==> config.mk <==
export PLATFORM = sky130hd
export DESIGN_NAME = gregorian_date_difference
export DESIGN_NICKNAME = d
export VERILOG_FILES = /design/src/sv/gdd_pkg.sv /design/src/sv/gregorian_date_difference.sv /design/src/sv/gdd_day_num.sv
export SDC_FILE = /design/constraint.sdc
export NUM_CORES = 1
export LEC_CHECK = 0
export BUFFER_PORTS_ARGS = -buffer_cell sky130_fd_sc_hd__buf_4
export CAP_MARGIN = 20
export CELL_PAD_IN_SITES_DETAIL_PLACEMENT = 1
export CELL_PAD_IN_SITES_GLOBAL_PLACEMENT = 2
export CORE_MARGIN = 5
export CORE_UTILIZATION = 46
export DETAILED_ROUTE_END_ITERATION = 10
export HOLD_SLACK_MARGIN = 0.12
export PLACE_DENSITY = 0.95
export SYNTH_ARGS = -nofsm -noshare
export SYNTH_HDL_FRONTEND = slang
export SYNTH_SLANG_ARGS = --single-unit
==> constraint.sdc <==
create_clock -name i_clk -period 26.2 [get_ports i_clk]
set_input_delay 7.86 -clock i_clk [delete_from_list [all_inputs] [get_ports i_clk]]
set_output_delay 7.86 -clock i_clk [all_outputs]
set_load 0.05 [all_outputs]
==> src/sv/gdd_pkg.sv <==
// ============================================================================
// gdd_pkg
// Shared types, widths and calendar tables for the Gregorian date difference.
// ============================================================================
package gdd_pkg;

    localparam int DAY_W   = 5;
    localparam int MONTH_W = 4;
    localparam int YEAR_W  = 14;
    localparam int NUM_W   = 23;
    localparam int GAP_W   = 22;
    localparam int ORD_W   = 2;
    localparam int IN_W    = 48;
    localparam int OUT_W   = 24;
    localparam int USER_W  = 2;

    localparam int QUOT_W  = 8;
    localparam int RECIP_W = 11;
    localparam int PROD_W  = YEAR_W + RECIP_W;
    localparam int RECIP_SHIFT = 17;
    localparam logic [RECIP_W-1:0] RECIP_100 = 11'd1310;

    typedef enum logic [ORD_W-1:0] {
        ORD_EQUAL   = 2'd0,
        ORD_LATER   = 2'd1,
        ORD_EARLIER = 2'd2
    } t_order;

    typedef struct packed {
        logic             ok;
        logic [NUM_W-1:0] num;
    } t_date_info;

    function automatic logic [8:0] days_before(input logic [MONTH_W-1:0] m);
        logic [8:0] v;
        case (m)
            4'd1:    v = 9'd0;
            4'd2:    v = 9'd31;
            4'd3:    v = 9'd59;
            4'd4:    v = 9'd90;
            4'd5:    v = 9'd120;
            4'd6:    v = 9'd151;
            4'd7:    v = 9'd181;
            4'd8:    v = 9'd212;
            4'd9:    v = 9'd243;
            4'd10:   v = 9'd273;
            4'd11:   v = 9'd304;
            4'd12:   v = 9'd334;
            default: v = 9'd0;
        endcase
        return v;
    endfunction

    function automatic logic [DAY_W-1:0] month_len(input logic [MONTH_W-1:0] m,
                                                   input logic leap);
        logic [DAY_W-1:0] v;
        case (m) inside
            4'd2:                   v = leap ? 5'd29 : 5'd28;
            4'd4, 4'd6, 4'd9, 4'd11: v = 5'd30;
            default:                v = 5'd31;
        endcase
        return v;
    endfunction

endpackage

==> src/sv/gregorian_date_difference.sv <==
// ============================================================================
// gregorian_date_difference
// Day gap, ordering and validity of two Gregorian dates.
// ============================================================================
// Input stream: one word per date pair on s_axis; tdata carries day_a,
// month_a, year_a, day_b, month_b, year_b from the lowest bit up.
// Output stream: one word per input word on m_axis; tdata carries the
// absolute day gap and the order code, tuser the two validity flags.
// The gap is zero when either date is invalid; the order code compares the
// raw year, month and day fields whether or not the dates are valid.
// The input word passes through the input register, then the result
// register. Throughput: one date pair per cycle while m_axis does not
// stall; both day numbers and the gap are formed in one pass between
// the input and result registers.
// A stall on m_axis holds the result register; the input register still
// takes a word while it is empty, so s_axis_tready falls only when both
// registers hold words and m_axis_tready is low.
// Reset empties both registers; no word is lost or repeated afterwards.
// ============================================================================
module gregorian_date_difference
    import gdd_pkg::*;
(
    input  logic              i_clk,
    input  logic              i_rst_n,
    input  logic              s_axis_tvalid,
    output logic              s_axis_tready,
    // day_a[4:0] month_a[8:5] year_a[22:9] day_b[27:23] month_b[31:28]
    // year_b[45:32], zero pad
    input  logic [IN_W-1:0]   s_axis_tdata,
    output logic              m_axis_tvalid,
    input  logic              m_axis_tready,
    // day_gap[21:0] order[23:22]
    output logic [OUT_W-1:0]  m_axis_tdata,
    // first_ok[0] second_ok[1]
    output logic [USER_W-1:0] m_axis_tuser
);

    logic              r_in_vld;
    logic [IN_W-1:0]   r_in_data;
    logic              r_out_vld;
    logic [GAP_W-1:0]  r_gap;
    t_order            r_order;
    logic              r_ok_a;
    logic              r_ok_b;

    logic              out_load;
    logic              n_in_vld;
    logic              n_out_vld;
    logic [GAP_W-1:0]  n_gap;
    t_order            n_order;

    logic [DAY_W-1:0]   day_a;
    logic [MONTH_W-1:0] month_a;
    logic [YEAR_W-1:0]  year_a;
    logic [DAY_W-1:0]   day_b;
    logic [MONTH_W-1:0] month_b;
    logic [YEAR_W-1:0]  year_b;
    t_date_info         info_a;
    t_date_info         info_b;
    logic [NUM_W-1:0]   diff;

    assign out_load      = r_in_vld && (!r_out_vld || m_axis_tready);
    assign s_axis_tready = !r_in_vld || out_load;
    assign n_in_vld      = s_axis_tvalid || (r_in_vld && !out_load);
    assign n_out_vld     = out_load || (r_out_vld && !m_axis_tready);

    assign day_a   = r_in_data[4:0];
    assign month_a = r_in_data[8:5];
    assign year_a  = r_in_data[22:9];
    assign day_b   = r_in_data[27:23];
    assign month_b = r_in_data[31:28];
    assign year_b  = r_in_data[45:32];

    gdd_day_num u_date_a (
        .i_day   (day_a),
        .i_month (month_a),
        .i_year  (year_a),
        .o_info  (info_a)
    );

    gdd_day_num u_date_b (
        .i_day   (day_b),
        .i_month (month_b),
        .i_year  (year_b),
        .o_info  (info_b)
    );

    always_comb begin
        if (year_a != year_b) begin
            n_order = (year_a > year_b) ? ORD_LATER : ORD_EARLIER;
        end else if (month_a != month_b) begin
            n_order = (month_a > month_b) ? ORD_LATER : ORD_EARLIER;
        end else if (day_a != day_b) begin
            n_order = (day_a > day_b) ? ORD_LATER : ORD_EARLIER;
        end else begin
            n_order = ORD_EQUAL;
        end
    end

    assign diff  = (info_a.num >= info_b.num) ? info_a.num - info_b.num
                                              : info_b.num - info_a.num;
    assign n_gap = (info_a.ok && info_b.ok) ? diff[GAP_W-1:0] : '0;

    always_ff @(posedge i_clk) begin
        if (!i_rst_n) begin
            r_in_vld  <= 1'b0;
            r_out_vld <= 1'b0;
        end else begin
            r_in_vld  <= n_in_vld;
            r_out_vld <= n_out_vld;
        end
    end

    always_ff @(posedge i_clk) begin
        if (s_axis_tvalid && s_axis_tready) begin
            r_in_data <= s_axis_tdata;
        end
        if (out_load) begin
            r_gap   <= n_gap;
            r_order <= n_order;
            r_ok_a  <= info_a.ok;
            r_ok_b  <= info_b.ok;
        end
    end

    assign m_axis_tvalid = r_out_vld;
    assign m_axis_tdata  = {r_order, r_gap};
    assign m_axis_tuser  = {r_ok_b, r_ok_a};

    a_gap_zero_invalid: assert property (@(posedge i_clk) disable iff (!i_rst_n)
        r_out_vld && !(r_ok_a && r_ok_b) |-> r_gap == '0)
        else $error("day gap nonzero with an invalid date");

    a_gap_zero_equal: assert property (@(posedge i_clk) disable iff (!i_rst_n)
        r_out_vld && (r_order == ORD_EQUAL) |-> r_gap == '0)
        else $error("day gap nonzero for equal dates");

    a_gap_nonzero_ordered: assert property (@(posedge i_clk) disable iff (!i_rst_n)
        r_out_vld && r_ok_a && r_ok_b && (r_order != ORD_EQUAL) |-> r_gap != '0)
        else $error("zero day gap for distinct valid dates");

    a_advance: assert property (@(posedge i_clk) disable iff (!i_rst_n)
        r_in_vld && !r_out_vld |=> r_out_vld)
        else $error("input word not advanced to result register");

    a_hold_stall: assert property (@(posedge i_clk) disable iff (!i_rst_n)
        r_out_vld && !m_axis_tready |=> r_out_vld && $stable(r_gap) && $stable(r_order))
        else $error("result changed while stalled");

endmodule

==> src/sv/gdd_day_num.sv <==
// ============================================================================
// gdd_day_num
// Validity check and day number of one Gregorian date.
// ============================================================================
module gdd_day_num
    import gdd_pkg::*;
(
    input  logic [DAY_W-1:0]   i_day,
    input  logic [MONTH_W-1:0] i_month,
    input  logic [YEAR_W-1:0]  i_year,
    output t_date_info         o_info
);

    logic [PROD_W-1:0] prod;
    logic [QUOT_W-1:0] q_est;
    logic [YEAR_W-1:0] r_est;
    logic [QUOT_W-1:0] q100;
    logic [YEAR_W-1:0] rem100;
    logic              leap;
    logic [YEAR_W-1:0] prev;
    logic [QUOT_W-1:0] prev_q100;
    logic [QUOT_W-1:0] prev_q400;
    logic [NUM_W-1:0]  num;

    // year / 100 by reciprocal, estimate low by at most one
    assign prod  = PROD_W'(i_year) * PROD_W'(RECIP_100);
    assign q_est = prod[RECIP_SHIFT +: QUOT_W];
    assign r_est = i_year - YEAR_W'(q_est) * YEAR_W'(100);

    always_comb begin
        if (r_est >= YEAR_W'(100)) begin
            q100   = q_est + 8'd1;
            rem100 = r_est - YEAR_W'(100);
        end else begin
            q100   = q_est;
            rem100 = r_est;
        end
    end

    assign leap = ((i_year[1:0] == 2'd0) && (rem100 != '0)) ||
                  ((rem100 == '0) && (q100[1:0] == 2'd0));

    assign prev      = i_year - YEAR_W'(1);
    assign prev_q100 = (rem100 == '0) ? q100 - 8'd1 : q100;
    assign prev_q400 = prev_q100 >> 2;

    assign num = NUM_W'(i_day) + NUM_W'(days_before(i_month))
               + NUM_W'(prev) * NUM_W'(365) + NUM_W'(prev >> 2)
               - NUM_W'(prev_q100) + NUM_W'(prev_q400)
               + NUM_W'((i_month > 4'd2) && leap);

    assign o_info.ok  = (i_year != '0) && (i_month != '0) && (i_month <= 4'd12) &&
                        (i_day != '0) && (i_day <= month_len(i_month, leap));
    assign o_info.num = num;

endmodule

Yosys cells after proc, flatten, opt, wreduce, memory -nomap -nowiden
Memories as Yosys holds them, arrays and structs flattened. A register that Yosys moved wholly into a read port is not among the register bits.
Cells that the tools add are included.

operators by class
  $mul = 6
  equal/unequal tests = 13
  add/subtract/negate cells = 24
  reduce and logical (&&, ||, !) cells = 45
  magnitude comparators = 12
  multiplexer cells = 21

operators by type and width
  kind                                                                                  number
  14-bit nonzero test                                                                   4
  14-bit by 10-bit multiplier with 24-bit output, second input constant                 2
  23-bit by 1-bit adder with 23-bit output                                              2
  23-bit by 12-bit adder with 23-bit output                                             2
  23-bit adder                                                                          2
  23-bit by 6-bit adder with 23-bit output                                              2
  14-bit by 9-bit multiplier with 23-bit output, second input constant                  2
  23-bit by 8-bit subtractor with 23-bit output                                         2
  22-bit subtractor                                                                     2
  8-bit two-way mux                                                                     4
  14-bit by 7-bit greater-or-equal comparator with 1-bit output, second input constant  2
  14-bit zero test                                                                      2
  14-bit two-way mux                                                                    2
  14-bit by 1-bit subtractor with 14-bit output, second input constant                  2
  14-bit subtractor                                                                     2
  14-bit by 7-bit subtractor with 14-bit output, second input constant                  2
  8-bit by 5-bit multiplier with 12-bit output, second input constant                   2
  23-bit greater-or-equal comparator                                                    1
  22-bit two-way mux                                                                    1
  5-bit by 9-bit adder with 10-bit output                                               2
  1-bit logical AND                                                                     19
  8-bit by 1-bit adder with 8-bit output, second input constant                         2
  4-bit by 3-bit == test with 1-bit output, second input constant                       4
  4-bit == test, second input constant                                                  4
  21 further kinds                                                                      50

word-level totals
  memories kept = 2
  register bits after elaboration = 74
  word-level logic and storage cells = 130
  input port bits = 52
  bits in read-only memories = 288
  output and inout port bits = 28

memory list
  name             words  width  read ports  clocked after memory_dff  wr ports  RTL line       text
  (no name shown)  16     9      1           1                         0         gdd_pkg.sv:36  case (m)
  (no name shown)  16     9      1           1                         0         gdd_pkg.sv:36

Logic depth before layout (Yosys ltp)
  depth after elaboration = 13
  gate-level depth with buffers = 84
  depth with buffers taken out = 80

Hierarchy
Synthesis repeated with hierarchy kept, for this count alone.

second synthesis, totals
  cells, all modules = 2656
  area, all modules = 24621.1 um^2

modules (own cells, without submodules)
  module                     seq. area each (um^2)  area an instance (um^2)  cells an instance  instances
  gdd_day_num (u_date_b)     0.0                    9808.2                   1099               1
  gdd_day_num (u_date_a)     0.0                    9490.4                   1028               1
  gregorian_date_difference  2202.1                 5322.6                   529                1

Least setup slack after synthesis
Ideal clock, no wire load.

  path kind = reg-to-reg
  start point = reg r_in_data[42]
  end point = reg r_gap[13], data pin
  cell stages (with the launch flop) = 80
  path slack = 8421 ps
  path buffers = 5
  data required time = 25934 ps
  library setup time = 266 ps
  arrival = 17513 ps
  clock period less this slack = 17779 ps
  path through = edfxtp_1 -> fa_1 -> ha_1 -> fa_1 -> inv_1 -> fa_1 -> fa_1 -> inv_1 -> ha_1 -> a21oi_1 -> o21ai_1 -> a311oi_1 -> a21o_1 -> nor2_1 -> o21ai_0 -> nand2b_1 -> and2_1 -> or2_2 -> (+44 left out) -> o21bai_1 -> a21oi_1 -> o21bai_1 -> a211oi_1 -> o21ai_0 -> nand2_1 -> xor2_1 -> ha_1 -> a21o_1 -> a21o_1 -> a21oi_1 -> and3_1 -> inv_1 -> o21ai_1 -> clkbuf_1 -> mux2i_1 -> xor2_1 -> nor2_1

between the ends
  cells in the longest elaborated chain, start to end = 13
  elaborated cells between the ends (all ways) = 37
  classes of those cells = 12 x add/sub; 3 x mul; 3 x order compare; 6 x mux; 13 x reduce/logical

ends and longest elaborated chain
  element                                                                                                  RTL line                          text
  start, declared                                                                                          gregorian_date_difference.sv:39   logic [IN_W-1:0] r_in_data;
  start signal, assigned                                                                                   gregorian_date_difference.sv:116  r_in_data <= s_axis_tdata;
  parallel branches: the longest is 13 deep, another holds 14-bit by 10-bit multiplier with 24-bit output  -
  end signal, assigned                                                                                     gregorian_date_difference.sv:119  r_gap <= n_gap;
  end, declared                                                                                            gregorian_date_difference.sv:41   logic [GAP_W-1:0] r_gap;

Several ways; the timed one is not identified.
A chain may end at the register's enable or synchronous reset.

Worst setup path in the final report
  start point = reg r_in_data[37]
  end point = reg r_gap[20], data pin

Same word-level chain as after synthesis.

==> impl_metrics.csv <==
group,metric,value,unit
synth,synth_warnings,0,
synth,synth_seq_cells,92,
sta,worst_pin_slew,1.050,ns
synth,synth_flop_cell,"edfxtp_1",
floorplan,ios,80,
layout,fin_util,0.4944,
grt,grtUsageTotal,0.2360,
layout,stdcell_count,3370,
grt,grt_pass1_vias,20848,
floorplan,start_util,0.4626,
cts,clockBufferDepth,2,
cts,post-cts-setup-buffers,0,
detailed_routing,wire_per_inst,19.80,um
sta,slew_headroom,0.2950,
synth,synth_most_common_cell,"inv_1",
cts,path_clk_slew,0.07,ns
detailed_routing,viasPerCell,5.503,
layout,drive_gt1_frac,0.05968,
sta,max_freq,48.25,MHz
cts,clock-sinks,92,
setup_path,max_stage_delay,0.77,ns
placed_design,io_buffers,77,
placed_design,hpwlAfterDp,58210,um
floorplan,coreArea,52340,um^2
detailed_routing,dr.pass1.iters,5,
synth,synth_edf_count,72,
detailed_routing,top_layer,"met4",
setup_path,cp_slowest_cell,"o21ai_1",
setup_path,crit_family,"compound AO/OA/AOI/OAI gates",
cts,numCtsBuffers,9,
sta,tns,0,ns
cts,postCtsHoldBufs,0,
grt,grt_max_degree,56,
detailed_routing,dr.first_iter.drc_count,793,
run,maxCapViolations,0,
detailed_routing,wl_met3,2408,um
cts,h-tree-depth,3,
synth,yosys-top-cells-area,"ha_1, fa_1, inv_1, edfxtp_1, xnor2_1",
cts,root_buffer,"clkbuf_16",
setup_path,crit_required,26.41,ns
sta,slew_violations,0,
grt,overflow,0,
detailed_routing,met1_length,29140,um
synth,synth_cells,2610,
layout,layout.nets,3532,
hold_path,hold_path_class,"reg2reg",
grt,grt_pass1_wl,108000,um
floorplan,die_x,239.4,um
setup_path,worstPathArrival,20.93,ns
detailed_routing,drc,0,
floorplan,die-area,57330,um^2
sta,skew,0.01854,ns
synth,synth_top_area_cell,"ha_1",
floorplan,die_h,239.4,um
setup_path,crit_path_frequent_cell,"inv_1",
placed_design,dp.cells,3352,
synth,yosysUniqueCellTypes,101,
cts,cts_tree,"built",
detailed_routing,vias,18544,
synth,synth_top_area_frac,0.2775,
floorplan,num_rows,84,
detailed_routing,ant_nets,0,
run_status,status,"complete, no violations",
detailed_routing,wl_met2,33700,um
sta,period_needed,20.73,ns
sta,finalHoldViolCount,0,
synth,synthArstFlopShare,0,
synth,syn-num-nets,3466,
setup_path,crit_type,"reg2reg",
setup_path,crit_path_start_kind,"flop",
layout,area_delta_synth_final,6.867,%
setup_path,critPathMaxFanout,15,
setup_path,crit_path_end_kind,"flop",
cts,cts_resized,0,
sta,rsz0062_at_grt,"no",
synth,syn_avg_cell_area,9.278,um^2
synth,synth_commonest_cells,"inv_1, ha_1, fa_1",
grt,antenna_found_initial,0,
cts,worstSkewPairLatency,0.39,ns
sta,setup_viol,0,
sta,min_period_over_period,0.7911,
synth,yosysSeqAreaShare,0.1058,
placed_design,gp_congestion,0.8902,
detailed_routing,routed_wl,66730,um
setup_path,cp_num_buf_inv,11,
synth,synth.cell_area,24210,um^2
-- per-stage QoR --
stage          hold WS, ns  cell area (um^2)  setup WS [ns]
2_1_floorplan       0.4768             24210          8.421
3_3_place_gp        0.4897             25570          6.119
3_5_place_dp        0.5142             25570          5.569
4_1_cts             0.5247             25850          5.455
5_1_grt             0.5627             25870          4.217
6_report            0.5202             25880          5.474
-- cell type report --
| cell class | instances | area, um^2 |
|---|---|---|
| repair buffers | 87 | 665.6 |
| well taps | 688 | 860.8 |
| flip-flops and latches | 92 | 2562 |
| diodes | 1 | 2.502 |
| inverters | 602 | 2262 |
| multi-input cells | 1884 | 19240 |
| fillers | 6083 | 26460 |
| clock buffers | 10 | 229.0 |
| clock inverters | 6 | 52.55 |
-- layout by cell type (no fill, tap or decap), types with 47 or more instances in the layout --
cell type  netlist  final
buf_4            2     86
edfxtp_1        72     72
inv_1          598    598
nand2_1         97     97
a21o_1          48     48
a21oi_1        120    120
nor2_1         101    101
xor2_1          47     47
ha_1           537    537
o21ai_0         70     70
fa_1           267    267
xnor2_1        130    130
-- path summary, 6_finish.rpt --
| check | start | to | slack [ns] | cells past startpoint |
|---|---|---|---|---|
| hold reg to reg | r_in_vld | m_axis_tvalid | 0.52 | 1 |
| setup / recovery | r_in_data[37] | r_gap[20] | 5.47 | 76 |
| hold / removal | r_in_vld | m_axis_tvalid | 0.52 | 1 |
| setup reg to reg | r_in_data[37] | r_gap[20] | 5.47 | 76 |
-- logic make-up after synthesis --
family                   share of synthesized area
AO/OA/AOI/OAI                               0.1274
flip-flops                                  0.1058
adder cells (fa/ha/maj)                     0.4996
multiplexers                               0.01292
AND/OR/NAND/NOR                            0.08872
XOR/XNOR                                   0.06593
buffers and inverters                      0.09962
-- per-layer routing --
metal / GRT usage / up-vias
met2: 0.4319 / 335
li1: - / 8783
met1: 0.2982 / 9336
met4: 0.05101 / 0
met5: 0 / -
met3: 0.03028 / 90
Power is not shown: default switching activity piles up to over one toggle a cycle in this logic, so the estimate is an artifact.
